==> src/tccs_pkg.sv <==
`timescale 1ns / 1ps

package tccs_pkg;

  // Default screen geometry
  localparam int DEF_SCREEN_COLUMNS = 80;
  localparam int DEF_SCREEN_ROWS    = 25;
  localparam int DEF_TAB_STEP       = 4;

  // Field widths on the stream ports
  localparam int CODE_W      = 8;
  localparam int ATTR_W      = 8;
  localparam int PORT_ROW_W  = 5;
  localparam int PORT_COL_W  = 7;
  localparam int CELL_W      = 16;
  localparam int IN_TDATA_W  = 24;
  localparam int OUT_TDATA_W = 32;

  // Attribute after reset, and the attribute of the cells cleared at reset
  localparam logic [ATTR_W-1:0] RESET_ATTR = 8'h0F;

  // Control characters
  localparam logic [CODE_W-1:0] CODE_NEWLINE = 8'd10;
  localparam logic [CODE_W-1:0] CODE_RETURN  = 8'd13;
  localparam logic [CODE_W-1:0] CODE_TAB     = 8'd9;

  // Command queue between front and back
  localparam int QUEUE_DEPTH = 2;
  localparam int QUEUE_PTR_W = 1;

  // Decoded operation of one input beat
  typedef enum logic [2:0] {
    OP_PUT,
    OP_NEWLINE,
    OP_RETURN,
    OP_TAB,
    OP_READ,
    OP_READ_NONE
  } op_e;

  // Queue entry: decoded command plus the attribute in force at accept time
  typedef struct packed {
    op_e                   op;
    logic [ATTR_W-1:0]     attr;
    logic [CODE_W-1:0]     code;
    logic [PORT_ROW_W-1:0] row;
    logic [PORT_COL_W-1:0] col;
  } cmd_t;

  // Back-end sequencer states
  typedef enum logic [1:0] {
    ST_INIT,
    ST_IDLE,
    ST_READ,
    ST_BLANK
  } st_e;

endpackage

==> src/tccs_fifo.sv <==
`timescale 1ns / 1ps

module tccs_fifo (
  input  logic           clk_i,
  input  logic           rst_ni,
  input  logic           push_valid_i,
  output logic           push_ready_o,
  input  tccs_pkg::cmd_t push_data_i,
  output logic           pop_valid_o,
  input  logic           pop_ready_i,
  output tccs_pkg::cmd_t pop_data_o
);

  tccs_pkg::cmd_t                     entry_q [tccs_pkg::QUEUE_DEPTH];
  logic [tccs_pkg::QUEUE_PTR_W-1:0]   wr_ptr_q;
  logic [tccs_pkg::QUEUE_PTR_W-1:0]   rd_ptr_q;
  logic [tccs_pkg::QUEUE_PTR_W:0]     count_q;
  logic                               push;
  logic                               pop;

  assign push_ready_o = (count_q != (tccs_pkg::QUEUE_PTR_W + 1)'(tccs_pkg::QUEUE_DEPTH));
  assign pop_valid_o  = (count_q != '0);
  assign push         = push_valid_i && push_ready_o;
  assign pop          = pop_valid_o && pop_ready_i;
  assign pop_data_o   = entry_q[rd_ptr_q];

  // pointers and fill count
  always_ff @(posedge clk_i or negedge rst_ni) begin
    if (!rst_ni) begin
      wr_ptr_q <= '0;
      rd_ptr_q <= '0;
      count_q  <= '0;
    end else begin
      if (push) begin
        wr_ptr_q <= wr_ptr_q + 1'b1;
      end
      if (pop) begin
        rd_ptr_q <= rd_ptr_q + 1'b1;
      end
      if (push && !pop) begin
        count_q <= count_q + 1'b1;
      end else if (pop && !push) begin
        count_q <= count_q - 1'b1;
      end
    end
  end

  // entry storage
  always_ff @(posedge clk_i) begin
    if (push) begin
      entry_q[wr_ptr_q] <= push_data_i;
    end
  end

endmodule

==> config.mk <==
export PLATFORM = sky130hd
export DESIGN_NAME = tccs_fifo
export DESIGN_NICKNAME = d
export VERILOG_FILES = /design/src/tccs_pkg.sv /design/src/tccs_fifo.sv
export SDC_FILE = /design/constraint.sdc
export NUM_CORES = 1
export LEC_CHECK = 0
export BUFFER_PORTS_ARGS = -buffer_cell sky130_fd_sc_hd__buf_2
export CORE_UTILIZATION = 47
export DETAILED_ROUTE_END_ITERATION = 8
export PLACE_DENSITY_LB_ADDON = 0.12
export SLEW_MARGIN = 20
export SYNTH_ARGS = -nofsm -noshare
export SYNTH_HDL_FRONTEND = slang
export SYNTH_SLANG_ARGS = --single-unit
==> constraint.sdc <==
create_clock -name clk_i -period 2.4 [get_ports clk_i]
set_input_delay 0.48 -clock clk_i [delete_from_list [all_inputs] [get_ports clk_i]]
set_output_delay 0.48 -clock clk_i [all_outputs]
set_load 0.05 [all_outputs]
==> flow_summary.rst <==
.. list-table::
   :header-rows: 1

   * - Metric
     - Value
   * - Outcome
     - finished, final reports clean
   * - Syn avg cell area
     - 22.5 um2
   * - IO Count
     - 68
   * - Skew final
     - 3.93 ps
   * - Y dimension of the die
     - 76.2 um
   * - Gate count after technology mapping
     - 115
   * - Post-DP Area
     - 0.00299 mm2
   * - Number of port buffers
     - 67
   * - DR DRC count
     - 0
   * - Synth Area in XOR/XNOR
     - 1.69%
   * - Worst skew pair latency
     - 320 ps
   * - Clock tree from TritonCTS
     - built
   * - WP data required
     - 1920 ps
   * - Fraction of the yosys area taken by sequential cells
     - 75.8%
   * - Compound-gate portion of the synthesized area
     - 0%
   * - Final number of setup-violating endpoints
     - 0
   * - Post-CTS Setup Inserts
     - 0
   * - Synthesized-area fraction occupied by and/or/nand/nor cells
     - 1.40%
   * - Clock transition time at the flip-flop clock pins of the worst setup and hold paths
     - 60 ps
   * - Max Fclk
     - 489 MHz
   * - Data arrival time at the worst-slack endpoint
     - 1560 ps
   * - Fraction of post-synthesis cell area in the top cell type by area
     - 72.0%
   * - Final slew viol count
     - 0
   * - Synth top area cells
     - sky130_fd_sc_hd__edfxtp_1 72%, sky130_fd_sc_hd__mux2_4 17%, sky130_fd_sc_hd__dfrtp_1 3.9%
   * - Number of max-capacitance violations reported
     - 0
   * - Mapped cell area
     - 0.00259 mm2
   * - Total number of yosys warnings
     - 0
   * - Crit Path Max Fanout
     - 18
   * - Final Critical Period
     - 2040 ps
   * - Number of global-route vias before repair
     - 1272
   * - Top-count cell post-synth
     - sky130_fd_sc_hd__edfxtp_1
   * - Cts bufs inserted
     - 9
   * - Pin count of the biggest net entering global routing
     - 32
   * - Area growth syn-to-layout
     - 21.5%
   * - Unrepaired setup endpoints after global routing
     - no
   * - Most frequent cells after synthesis
     - 62 x sky130_fd_sc_hd__edfxtp_1, 29 x sky130_fd_sc_hd__mux2_4, 4 x sky130_fd_sc_hd__dfrtp_1, 3 x sky130_fd_sc_hd__buf_12, 3 x sky130_fd_sc_hd__xnor2_1
   * - EDFF count, synth
     - 62
   * - Buffers from clock root to sink, at most
     - 2
   * - Antenna violations before repair
     - 0
   * - Standard-cell row count
     - 26
   * - Flip-flop cell with the highest count after synthesis
     - sky130_fd_sc_hd__edfxtp_1
   * - Placer Congestion
     - 0.656
   * - Cell chosen for the clock root
     - sky130_fd_sc_hd__clkbuf_8
   * - Post-route fraction of the period consumed by the critical path
     - 85.1%
   * - Wire length of the first global-routing pass
     - 6.00 mm
   * - Sum of negative setup slack
     - 0 ps
   * - Adder-cell share of the synthesized area
     - 0.484%
   * - Post-layout net count
     - 230
   * - P_leak
     - 0.00128 uW
   * - Worst slew pin tran
     - 468 ps
   * - H-tree depth
     - 3
   * - Setup slack on the worst flop-to-flop path
     - 760 ps
   * - Yosys top cell by area
     - sky130_fd_sc_hd__edfxtp_1
   * - Path class of the lowest-slack min-delay path
     - input pin to flop
   * - Detail Placement HPWL
     - 2.69 mm
   * - Worst slew margin
     - 68.7%
   * - Overall track demand over capacity in global routing
     - 14.5%
   * - Mean number of vias per cell
     - 4.67
   * - CP endpoint kind
     - primary output
   * - Clock Sink Count
     - 66
   * - Die ar.
     - 0.00581 mm2
   * - Post-synthesis async set-or-reset flop share
     - 6.06%
   * - Post-route cell area
     - 0.00314 mm2
   * - Filler instances
     - 409
   * - Power per unit of standard cell area
     - 1420 mW/mm2
   * - Residual overflow from global routing
     - 0
   * - Initial cell density of the core
     - 49.7%
   * - CORE AREA
     - 0.00520 mm2
   * - WS Path Type
     - flop to primary output
   * - Startpoint type of the worst setup path
     - flop
   * - Antenna viol nets, final
     - 0
   * - Count of cell types in the netlist
     - 16
   * - Peak ir drop on the vdd network
     - 1.03 mV
   * - Flip-flop and latch count after synthesis
     - 66
   * - Endpoints failing hold
     - 0
   * - Count of TritonRoute iterations in the first routing pass
     - 5
   * - Largest family of logic cells by synthesized area
     - multiplexers
   * - Vias
     - 1246
   * - Net count after synthesis
     - 151
   * - Die width
     - 76.2 um
   * - Post-detailed-routing wire length
     - 3.94 mm
   * - Fraction of final layout cells with drive strength greater than 1
     - 57.9%
   * - Mean routed wirelength per cell
     - 14.8 um
   * - Proportion of synthesized area in mux cells
     - 17.7%
   * - Count of routing violations after the opening detailed-route iteration
     - 66
   * - Diode count
     - 0
## worst max-delay path, cell delays in order (launching register included)
cell                      delay [ps]
sky130_fd_sc_hd__dfrtp_2         350
sky130_fd_sc_hd__buf_4           310
sky130_fd_sc_hd__mux2_2          370
sky130_fd_sc_hd__buf_2           210
## timing repair
item / CTS / global route
gates resized for setup: 0 / 0
hold buffers: 1 / 0
endpoints found under the setup margin: 0 / 0
hold endpoints to repair: 4 / 0
## where the power goes
part	switching, uW	total, uW	internal (uW)
Clock	349	711	361
Sequential	89.2	1670	1580
Combinational	1390	2070	682
Total	1820	4450	2630
## registers in the layout, indices dropped and copies added (netlist names)
signal and flops:
entry_q 62, rd_ptr_q 1, count_q 2, wr_ptr_q 1
## metrics by stage
| step | instances | util [%] | hold WS, ps | total power, uW | setup slack (ps) |
|---|---|---|---|---|---|
| floorplan | 115 | - | 184 | 3490 | 100 |
| global placement | 252 | 57.5 | 293 | 3750 | 702 |
| detailed placement | 252 | 57.5 | 291 | 3790 | 689 |
| CTS | 267 | 60.4 | 324 | 4500 | 327 |
| global route | 267 | 60.4 | 314 | 4640 | 264 |
| finish | 267 | 60.4 | 341 | 4450 | 357 |
## layout by cell type (no fill, tap or decap), drive strengths merged
cell type / synthesis / final
dfrtp: 4 / 4
or2: 1 / 1
clkbuf: 0 / 13
mux2: 31 / 31
dlygate4sd3: 0 / 1
edfxtp: 62 / 62
ha: 1 / 1
nand2: 2 / 2
buf: 4 / 71
clkinv: 0 / 1
and3: 1 / 1
inv: 1 / 1
xor2: 2 / 2
xnor2: 3 / 3
nand2b: 1 / 1
nor2: 2 / 2
## cell families (layout without fill, tap and decap cells)
logic type | count (synthesis) | count (layout)
mux | 31 | 31
fa+ha+maj | 1 | 1
xor+xnor | 5 | 5
buf+inv | 5 | 87
simple gates | 7 | 7
flops | 66 | 66
## metal layers
metal,vias to the layer above,wire length [um],GRT usage [%]
met3,8,250,5.99
met2,42,2060,23.9
met5,-,0,0
met1,598,1570,15.4
li1,598,-,-
met4,0,61,9.23
## area by class of cell
cell class	count	area [um2]	share of cell area, %
multi-input combinational	44	558	17.8
tap	70	87.6	2.79
timing repair buffer	72	388	12.3
clock inverter	1	3.75	0.119
sequential	66	1960	62.5
clock buffer	13	139	4.42
inverter	1	3.75	0.119
## worst paths after layout
kind                                             start                        to  depth (start not counted)
worst max-delay path              rd_ptr_q$_DFFE_PN0P_            pop_data_o[11]                          3
worst min-delay path                    push_data_i[2]   entry_q[1][2]$_DFFE_PP_                          1
worst max register to register  count_q[0]$_DFFE_PN0P_  entry_q[0][19]$_DFFE_PP_                          4
worst min register to register  count_q[1]$_DFFE_PN0P_    count_q[1]$_DFFE_PN0P_                          1
max in group asynchronous                       rst_ni      rd_ptr_q$_DFFE_PN0P_                          2
min in group asynchronous                       rst_ni    count_q[0]$_DFFE_PN0P_                          2
Power figures use the tool's default switching activity.
