`src/tccs_pkg.sv`:
```
`timescale 1ns / 1ps

package tccs_pkg;

  // Default screen geometry
  localparam int DEF_SCREEN_COLUMNS = 80;
  localparam int DEF_SCREEN_ROWS    = 25;
  localparam int DEF_TAB_STEP       = 4;

  // Field widths on the stream ports
  localparam int CODE_W      = 8;
  localparam int ATTR_W      = 8;
  localparam int PORT_ROW_W  = 5;
  localparam int PORT_COL_W  = 7;
  localparam int CELL_W      = 16;
  localparam int IN_TDATA_W  = 24;
  localparam int OUT_TDATA_W = 32;

  // Attribute after reset, and the attribute of the cells cleared at reset
  localparam logic [ATTR_W-1:0] RESET_ATTR = 8'h0F;

  // Control characters
  localparam logic [CODE_W-1:0] CODE_NEWLINE = 8'd10;
  localparam logic [CODE_W-1:0] CODE_RETURN  = 8'd13;
  localparam logic [CODE_W-1:0] CODE_TAB     = 8'd9;

  // Command queue between front and back
  localparam int QUEUE_DEPTH = 2;
  localparam int QUEUE_PTR_W = 1;

  // Decoded operation of one input beat
  typedef enum logic [2:0] {
    OP_PUT,
    OP_NEWLINE,
    OP_RETURN,
    OP_TAB,
    OP_READ,
    OP_READ_NONE
  } op_e;

  // Queue entry: decoded command plus the attribute in force at accept time
  typedef struct packed {
    op_e                   op;
    logic [ATTR_W-1:0]     attr;
    logic [CODE_W-1:0]     code;
    logic [PORT_ROW_W-1:0] row;
    logic [PORT_COL_W-1:0] col;
  } cmd_t;

  // Back-end sequencer states
  typedef enum logic [1:0] {
    ST_INIT,
    ST_IDLE,
    ST_READ,
    ST_BLANK
  } st_e;

endpackage

```
`src/tccs_front.sv`:
```
`timescale 1ns / 1ps

module tccs_front #(
  parameter int SCREEN_COLUMNS = tccs_pkg::DEF_SCREEN_COLUMNS,
  parameter int SCREEN_ROWS    = tccs_pkg::DEF_SCREEN_ROWS
) (
  input  logic                                clk_i,
  input  logic                                rst_ni,
  // attribute register write
  input  logic                                cfg_we_i,
  input  logic [tccs_pkg::ATTR_W-1:0]         cfg_wdata_i,
  // input stream
  input  logic                                s_axis_tvalid,
  output logic                                s_axis_tready,
  input  logic [tccs_pkg::IN_TDATA_W-1:0]     s_axis_tdata,
  input  logic                                s_axis_tuser,
  // back end still clearing the screen store
  input  logic                                init_busy_i,
  // push side of the command queue
  output logic                                push_valid_o,
  input  logic                                push_ready_i,
  output tccs_pkg::cmd_t                      push_data_o
);

  logic [tccs_pkg::ATTR_W-1:0]     attr_q;
  logic [tccs_pkg::CODE_W-1:0]     code;
  logic [tccs_pkg::PORT_ROW_W-1:0] rrow;
  logic [tccs_pkg::PORT_COL_W-1:0] rcol;
  logic                            in_range;
  tccs_pkg::op_e                   op;

  // attribute register
  always_ff @(posedge clk_i or negedge rst_ni) begin
    if (!rst_ni) begin
      attr_q <= tccs_pkg::RESET_ATTR;
    end else if (cfg_we_i) begin
      attr_q <= cfg_wdata_i;
    end
  end

  // unpack beat
  assign code = s_axis_tdata[7:0];
  assign rrow = s_axis_tdata[12:8];
  assign rcol = s_axis_tdata[19:13];

  assign in_range = (32'(rrow) < SCREEN_ROWS) && (32'(rcol) < SCREEN_COLUMNS);

  // classify the beat
  always_comb begin
    op = tccs_pkg::OP_PUT;
    if (s_axis_tuser) begin
      op = in_range ? tccs_pkg::OP_READ : tccs_pkg::OP_READ_NONE;
    end else begin
      case (code)
        tccs_pkg::CODE_NEWLINE: op = tccs_pkg::OP_NEWLINE;
        tccs_pkg::CODE_RETURN:  op = tccs_pkg::OP_RETURN;
        tccs_pkg::CODE_TAB:     op = tccs_pkg::OP_TAB;
        default:                op = tccs_pkg::OP_PUT;
      endcase
    end
  end

  // no beats taken while the store is cleared after reset
  assign s_axis_tready = push_ready_i && !init_busy_i;
  assign push_valid_o  = s_axis_tvalid && !init_busy_i;

  always_comb begin
    push_data_o.op   = op;
    push_data_o.attr = attr_q;
    push_data_o.code = code;
    push_data_o.row  = rrow;
    push_data_o.col  = rcol;
  end

endmodule

```
`config.mk`:
```
export PLATFORM = sky130hd
export DESIGN_NAME = tccs_front
export DESIGN_NICKNAME = d
export VERILOG_FILES = /design/src/tccs_pkg.sv /design/src/tccs_front.sv
export SDC_FILE = /design/constraint.sdc
export NUM_CORES = 1
export LEC_CHECK = 0
export ABC_AREA = 0
export BUFFER_PORTS_ARGS = -buffer_cell sky130_fd_sc_hd__buf_2
export CELL_PAD_IN_SITES_DETAIL_PLACEMENT = 1
export CELL_PAD_IN_SITES_GLOBAL_PLACEMENT = 2
export CORE_AREA = 2 2 66 68
export CTS_CLUSTER_SIZE = 24
export DETAILED_ROUTE_END_ITERATION = 12
export DIE_AREA = 0 0 68 70
export MAX_ROUTING_LAYER = met4
export PLACE_DENSITY_LB_ADDON = 0.1
export SLEW_MARGIN = 20
export SYNTH_ARGS = -nofsm -noshare
export SYNTH_HDL_FRONTEND = slang
export SYNTH_SLANG_ARGS = --single-unit
```
`constraint.sdc`:
```
create_clock -name clk_i -period 0.8 [get_ports clk_i]
set_input_delay 0.04 -clock clk_i [delete_from_list [all_inputs] [get_ports clk_i]]
set_output_delay 0.04 -clock clk_i [all_outputs]
set_load 0.01 [all_outputs]
```
==> results by group, run 1 <==
Clocking
  – Num CTS Buffers: 3
  – Skew-Pair Late Insertion Delay: between 0.2 and 0.25 ns
  – Clock sinks: 8
  – CTS Root Cell: clkbuf_8
  – H-tree depth: 1
  – Clock Path Buffers: 2
  – CTS tree: built
  – Clock transition at path regs: 0.04 ns

Cells and area
  – # diodes: 0
  – Max FFs per register: 8
  – Synth-to-Final Area Change: 57.0%
  – Reg with most FFs: attr_q
  – Nets: 131
  – Commonest non-fill, non-tap cell in the layout: buf_2
  – Finished Core Util: 0.206
  – Share of cells above drive strength 1: 0.822
  – Biggest regs: attr_q (8)
  – Register Area: slightly above 200 sq um
  – Area of the multi-input gates: a little under 200 sq um
  – Most frequent cells in the layout: 52 x buf_2, 7 x buf_6, 4 x mux2_2, 4 x dfstp_2, 4 x dfrtp_1
  – Filler Cell Count: 500

Setup path
  – Crit path launch type: input port
  – Buf/Inv on CP: 2
  – Critical Path Fanout Max: 2
  – CP max-delay cell: nor4_4
  – Crit path DAT: between 0.9 and 1 ns
  – Critical path class: input port to output pin
  – Worst reg-to-reg setup slack: 0.03 ns
  – Worst path required time: approximately 0.76 ns
  – Crit path cell chain: buf_6 -> nor4_4 -> nand3b_1 -> o31ai_2 -> buf_2
  – CP max stage delay: around 0.25 ns
  – CP top delay family: simple AND/OR/NAND/NOR gates
  – Worst Setup End Kind: output pin

Global route
  – First-pass GRT wire length: between 2000 and 2500 microns
  – Overall Global Routing Usage: 0.0659
  – Vias in the first global route: approximately 480
  – Initial antenna violation count: 0
  – Pin count of the biggest net entering global routing: 9
  – Grt ovf: 0

Status
  – Status: finished, violations left
  – Failing checks: negative setup slack

Synth
  – Post-synthesis sequential area ratio: 0.377
  – Synth Net Count: slightly below 90
  – Post-synth cell types: 16
  – Cell count after synthesis: 49
  – Leading area contributor after synthesis: buf_4
  – Largest cells by area after synthesis: buf_4 29%, dfstp_2 19%, dfrtp_1 18%, mux2_1 8.3%, mux2_2 8.3%
  – Post-synth top area share: 0.290
  – Post-synth design cell area: ~540 sq um
  – Ys Warns: 0
  – #FFs+latches synth: 8
  – Synth Area per Inst: approximately 11 sq um

STA
  – Tcrit/Tclk final: 1.21
  – Final Hold Viols: 0
  – Final Critical Period: a little under 1 ns
  – Worst-margin pin slew: between 0.2 and 0.25 ns
  – Slew Viols, Final: 0
  – F_max: about 1.0 GHz
  – RSZ-0062 raised after global routing: true
  – Setup violators final: 6
  – Worst Slack Setup Final: -0.165 ns
  – Slew HR: 0.865
  – Clock Skew: 0 ns

Pwr
  – Pwr dens: 1550 nW/um^2
  – Leak pwr: approximately 0.00042 uW
  – Max VDD drop: 759 uV

Min path
  – HP Class: input port to register

Route
  – DR iter-0 viols: 5
  – Routed len/inst: around 11 microns
  – DRC: 0
  – Routed vias/inst: 3.39
  – DR pass1 iterations: 4
  – Via count: between 400 and 500
  – DRT Wirelength: approximately 1500 microns
  – Post-route antenna net violation count: 0

Floorplan
  – Initial core utilization: 0.131
  – Die width: approximately 68 microns
  – Die Span Y: around 70 microns
  – IO Count: 72
  – Core area: 4140 sq um
  – Num rows: 24
  – Die area: ~4800 sq um

Placement
  – # port buffers: 59
  – Hpwl dp: approximately 1300 microns
  – GPL Wtd Cong: between 0.7 and 0.8
  – Pre-CTS setup slack: -0.195 ns

Flow run
  – Total of max-cap violations: 0
## cells in the mapped netlist (all sizes together)
master,instances
nor2b,2
mux2,8
o211ai,1
nand3,1
o21a,1
dfrtp,4
nor3b,1
xnor2,1
nor3,1
nand3b,1
o31ai,1
dfstp,4
nor4,1
buf,22
## timing repair
item | 4_1_cts | 5_1_grt
gates cloned | 0 | 0
setup buffers | 0 | 0
endpoints found under the setup margin | 6 | 10
endpoints found under the hold margin | 8 | 0
hold buffers | 1 | 0
resized for setup | 7 | 3
pin swaps | 1 | 0
## per-stage QoR
step           instance area, sq um  hold WS (ns)  std cells  setup TNS (ns)  total power [uW]
2_1_floorplan                   544        -0.256         49               0               688
3_3_place_gp                    742       -0.0984        138          -0.316               804
3_5_place_dp                    742       -0.0977        138          -0.388               805
4_1_cts                         840        0.0264        142          -0.693              1350
5_1_grt                         855        0.0383        142          -0.912              1410
6_report                        855        0.0322        142          -0.640              1330
## layer usage
metal / track usage / wire length, microns / vias to the layer above
met5: - / 0 / -
met4: 0.0289 / 0 / 0
met3: 0.0193 / 75 / 0
met2: 0.113 / 925 / 17
met1: 0.0677 / 493 / 236
li1: - / - / 229
## power breakdown
group          total (uW)  internal, uW  switching [uW]  leakage (uW)
Combinational         360           204             156      0.000311
Clock                 481           326             156     0.0000216
Sequential            485           462            22.5     0.0000888
## final cells by class
type	instances	area share
sequential	8	0.240
clock buffer	3	0.0483
tap	52	0.0761
multi-input combinational	19	0.227
timing repair buffer	60	0.408
## path summary, 6_finish.rpt
kind | cells after the start | from | endpoint
min in group asynchronous | 2 | rst_ni | attr_q[6]$_DFFE_PN0P_
hold / removal | 2 | cfg_wdata_i[6] | attr_q[6]$_DFFE_PN0P_
setup reg to reg | 1 | attr_q[7]$_DFFE_PN0P_ | attr_q[7]$_DFFE_PN0P_
hold reg to reg | 1 | attr_q[6]$_DFFE_PN0P_ | attr_q[6]$_DFFE_PN0P_
setup / recovery | 5 | s_axis_tdata[5] | push_data_o[28]
max in group asynchronous | 2 | rst_ni | attr_q[3]$_DFFE_PN1P_
## logic make-up after synthesis
group / synth area share
mux: 0.166
xor+xnor: 0.0161
buf+inv: 0.299
compound gates: 0.0506
simple gates: 0.0919
flops: 0.377
No activity file was read; power rests on OpenSTA's default activity.
==> inputs of run 2 (changes only) <==
Clock period 0.8 ns to 0.9 ns, I/O delays scaled along.
==> results by group, run 2 (synthesis results as in run 1) <==
Clocking
  – Clock sinks: 8
  – Skew-Pair Late Insertion Delay: between 0.2 and 0.25 ns
  – Clock Path Buffers: 2
  – CTS tree: built
  – H-tree depth: 1
  – Clock transition at path regs: approximately 0.040 ns
  – Post-CTS setup buffers: 0
  – Num CTS Buffers: 3
  – CTS Root Cell: clkbuf_8

Cells and area
  – Register Area: between 200 and 250 sq um
  – Reg with most FFs: attr_q
  – Biggest regs: attr_q (8)
  – Most frequent cells in the layout: 53 x buf_2, 6 x buf_6
  – # diodes: 0
  – Synth-to-Final Area Change: 54.3%
  – Final instance area: 840 sq um
  – Share of cells above drive strength 1: 0.800
  – Area of the multi-input gates: around 190 sq um
  – Commonest non-fill, non-tap cell in the layout: buf_2
  – Nets: 131
  – Max FFs per register: 8
  – Filler Cell Count: between 500 and 600

Pwr
  – Max VDD drop: about 990 uV
  – Reg power frac: 0.370
  – Leak pwr: 0.000414 uW
  – Total power: 1160 uW
  – Sw Share: 0.250
  – Sw Pwr: 291 uW
  – Clk pwr share: 0.364
  – Combinational share of power: 0.266
  – P_int: a little under 900 uW
  – Pwr dens: between 1000 and 1500 nW/um^2

Global route
  – Initial antenna violation count: 0
  – First-pass GRT wire length: between 2000 and 2500 microns
  – Grt ovf: 0
  – Vias in the first global route: about 500
  – Overall Global Routing Usage: 0.0667
  – Pin count of the biggest net entering global routing: 9

Floorplan
  – Die Span Y: 70 microns
  – IO Count: 72
  – Initial core utilization: 0.131
  – Die area: 4760 sq um
  – Core area: 4140 sq um
  – Die width: a little under 70 microns
  – Num rows: 24

STA
  – Slew Viols, Final: 0
  – Tcrit/Tclk final: 1.06
  – Slew HR: 0.867
  – Setup violators final: 2
  – Worst Slack Setup Final: -0.0572 ns
  – Final Hold Viols: 0
  – Clock Skew: 0 ns
  – Final Critical Period: ~0.96 ns
  – Worst-margin pin slew: between 0.15 and 0.2 ns
  – RSZ-0062 raised after global routing: true
  – F_max: 1.04 GHz

Setup path
  – CP max stage delay: 0.24 ns
  – Worst Setup End Kind: output pin
  – CP max-delay cell: nor4_4
  – Reg2reg start: attr_q[6]$_DFFE_PN0P_
  – Crit path cell chain: buf_6 -> nor4_4 -> nand3b_1 -> o31ai_2 -> buf_2
  – Critical path class: input port to output pin
  – Critical path startpoint: s_axis_tdata[4]
  – CP top delay family: simple AND/OR/NAND/NOR gates
  – Worst path required time: ~0.85 ns
  – Crit path launch type: input port
  – Critical Path Fanout Max: 2
  – Buf/Inv on CP: 2
  – Crit path DAT: roughly 0.91 ns

Route
  – DR pass1 iterations: 2
  – DR iter-0 viols: 4
  – Metal2 WL: 963 microns
  – DRC: 0
  – Post-Route M1 WL: ~460 microns
  – DRT Wirelength: between 1500 and 2000 microns
  – Via count: 478
  – Routed len/inst: approximately 11 microns
  – Max Used Layer: met4
  – Met3 routed WL: ~73 microns
  – Post-route antenna net violation count: 0
  – Routed vias/inst: between 3 and 4

Flow run
  – Total of max-cap violations: 0

Placement
  – # port buffers: between 50 and 60
  – Hpwl dp: around 1300 microns
  – Placed Instance Area: between 700 and 800 sq um
  – GPL Wtd Cong: between 0.6 and 0.7

Min path
  – HP Class: input port to register
  – Hold path startpoint: cfg_wdata_i[7]

Status
  – Failing checks: negative setup slack
  – Status: finished, violations left
run 2: cell types whose count changed in the layout (fill, tap and decap cells not counted):
cell	change
buf_2	+1
buf_6	-1
mux2_1	+1
mux2_4	-1
nor3b_1	+1
nor3b_2	-1
run 2: cell type report:
class | count | share of cell area
multi-input cells | 19 | 0.221
repair buffers | 60 | 0.408
flip-flops and latches | 8 | 0.244
well taps | 52 | 0.0775
clock buffers | 3 | 0.0492
run 2: routing by layer:
| layer | track usage | vias to the layer above |
|---|---|---|
| met3 | 0.0242 | 2 |
| met2 | 0.127 | 17 |
| met4 | 0.0222 | 0 |
| li1 | - | 228 |
| met5 | - | - |
| met1 | 0.0569 | 231 |
run 2: final timing paths:
path	end	slack [ns]	cells after the start
worst max-delay path	push_data_o[28]	-0.06	5
worst min-delay path	attr_q[7]$_DFFE_PN0P_	0.04	2
worst max register to register	attr_q[6]$_DFFE_PN0P_	0.14	1
worst min register to register	attr_q[7]$_DFFE_PN0P_	0.48	1
max in group asynchronous	attr_q[3]$_DFFE_PN1P_	0.45	2
min in group asynchronous	attr_q[6]$_DFFE_PN0P_	0.20	2
run 2: power groups by stage:
| stage | registers (uW) | clock network, uW | logic (uW) |
|---|---|---|---|
| 6_report | 431 | 423 | 310 |
| 5_1_grt | 437 | 471 | 338 |
| 4_1_cts | 431 | 447 | 319 |
| 3_5_place_dp | 431 | 0 | 284 |
| 3_3_place_gp | 429 | 0 | 284 |
| 2_1_floorplan | 450 | 0 | 161 |
run 2: metrics by stage:
step | instances | utilization | TNS, ns | hold WS (ns) | setup slack (ns)
2_1_floorplan | 49 | - | 0 | -0.251 | 0.0940
3_3_place_gp | 138 | 0.179 | -0.142 | -0.0933 | -0.0902
3_5_place_dp | 138 | 0.179 | -0.182 | -0.0942 | -0.105
4_1_cts | 142 | 0.203 | -0.144 | 0.0309 | -0.0917
5_1_grt | 142 | 0.203 | -0.293 | 0.0387 | -0.113
6_report | 142 | 0.203 | -0.0830 | 0.0380 | -0.0572
run 2: repair_timing:
action / in CTS / in global routing
setup endpoints to repair: 6 / 6
resized for setup: 7 / 0
pin swaps: 3 / 3
hold buffers: 1 / 0
endpoints found under the hold margin: 8 / 0
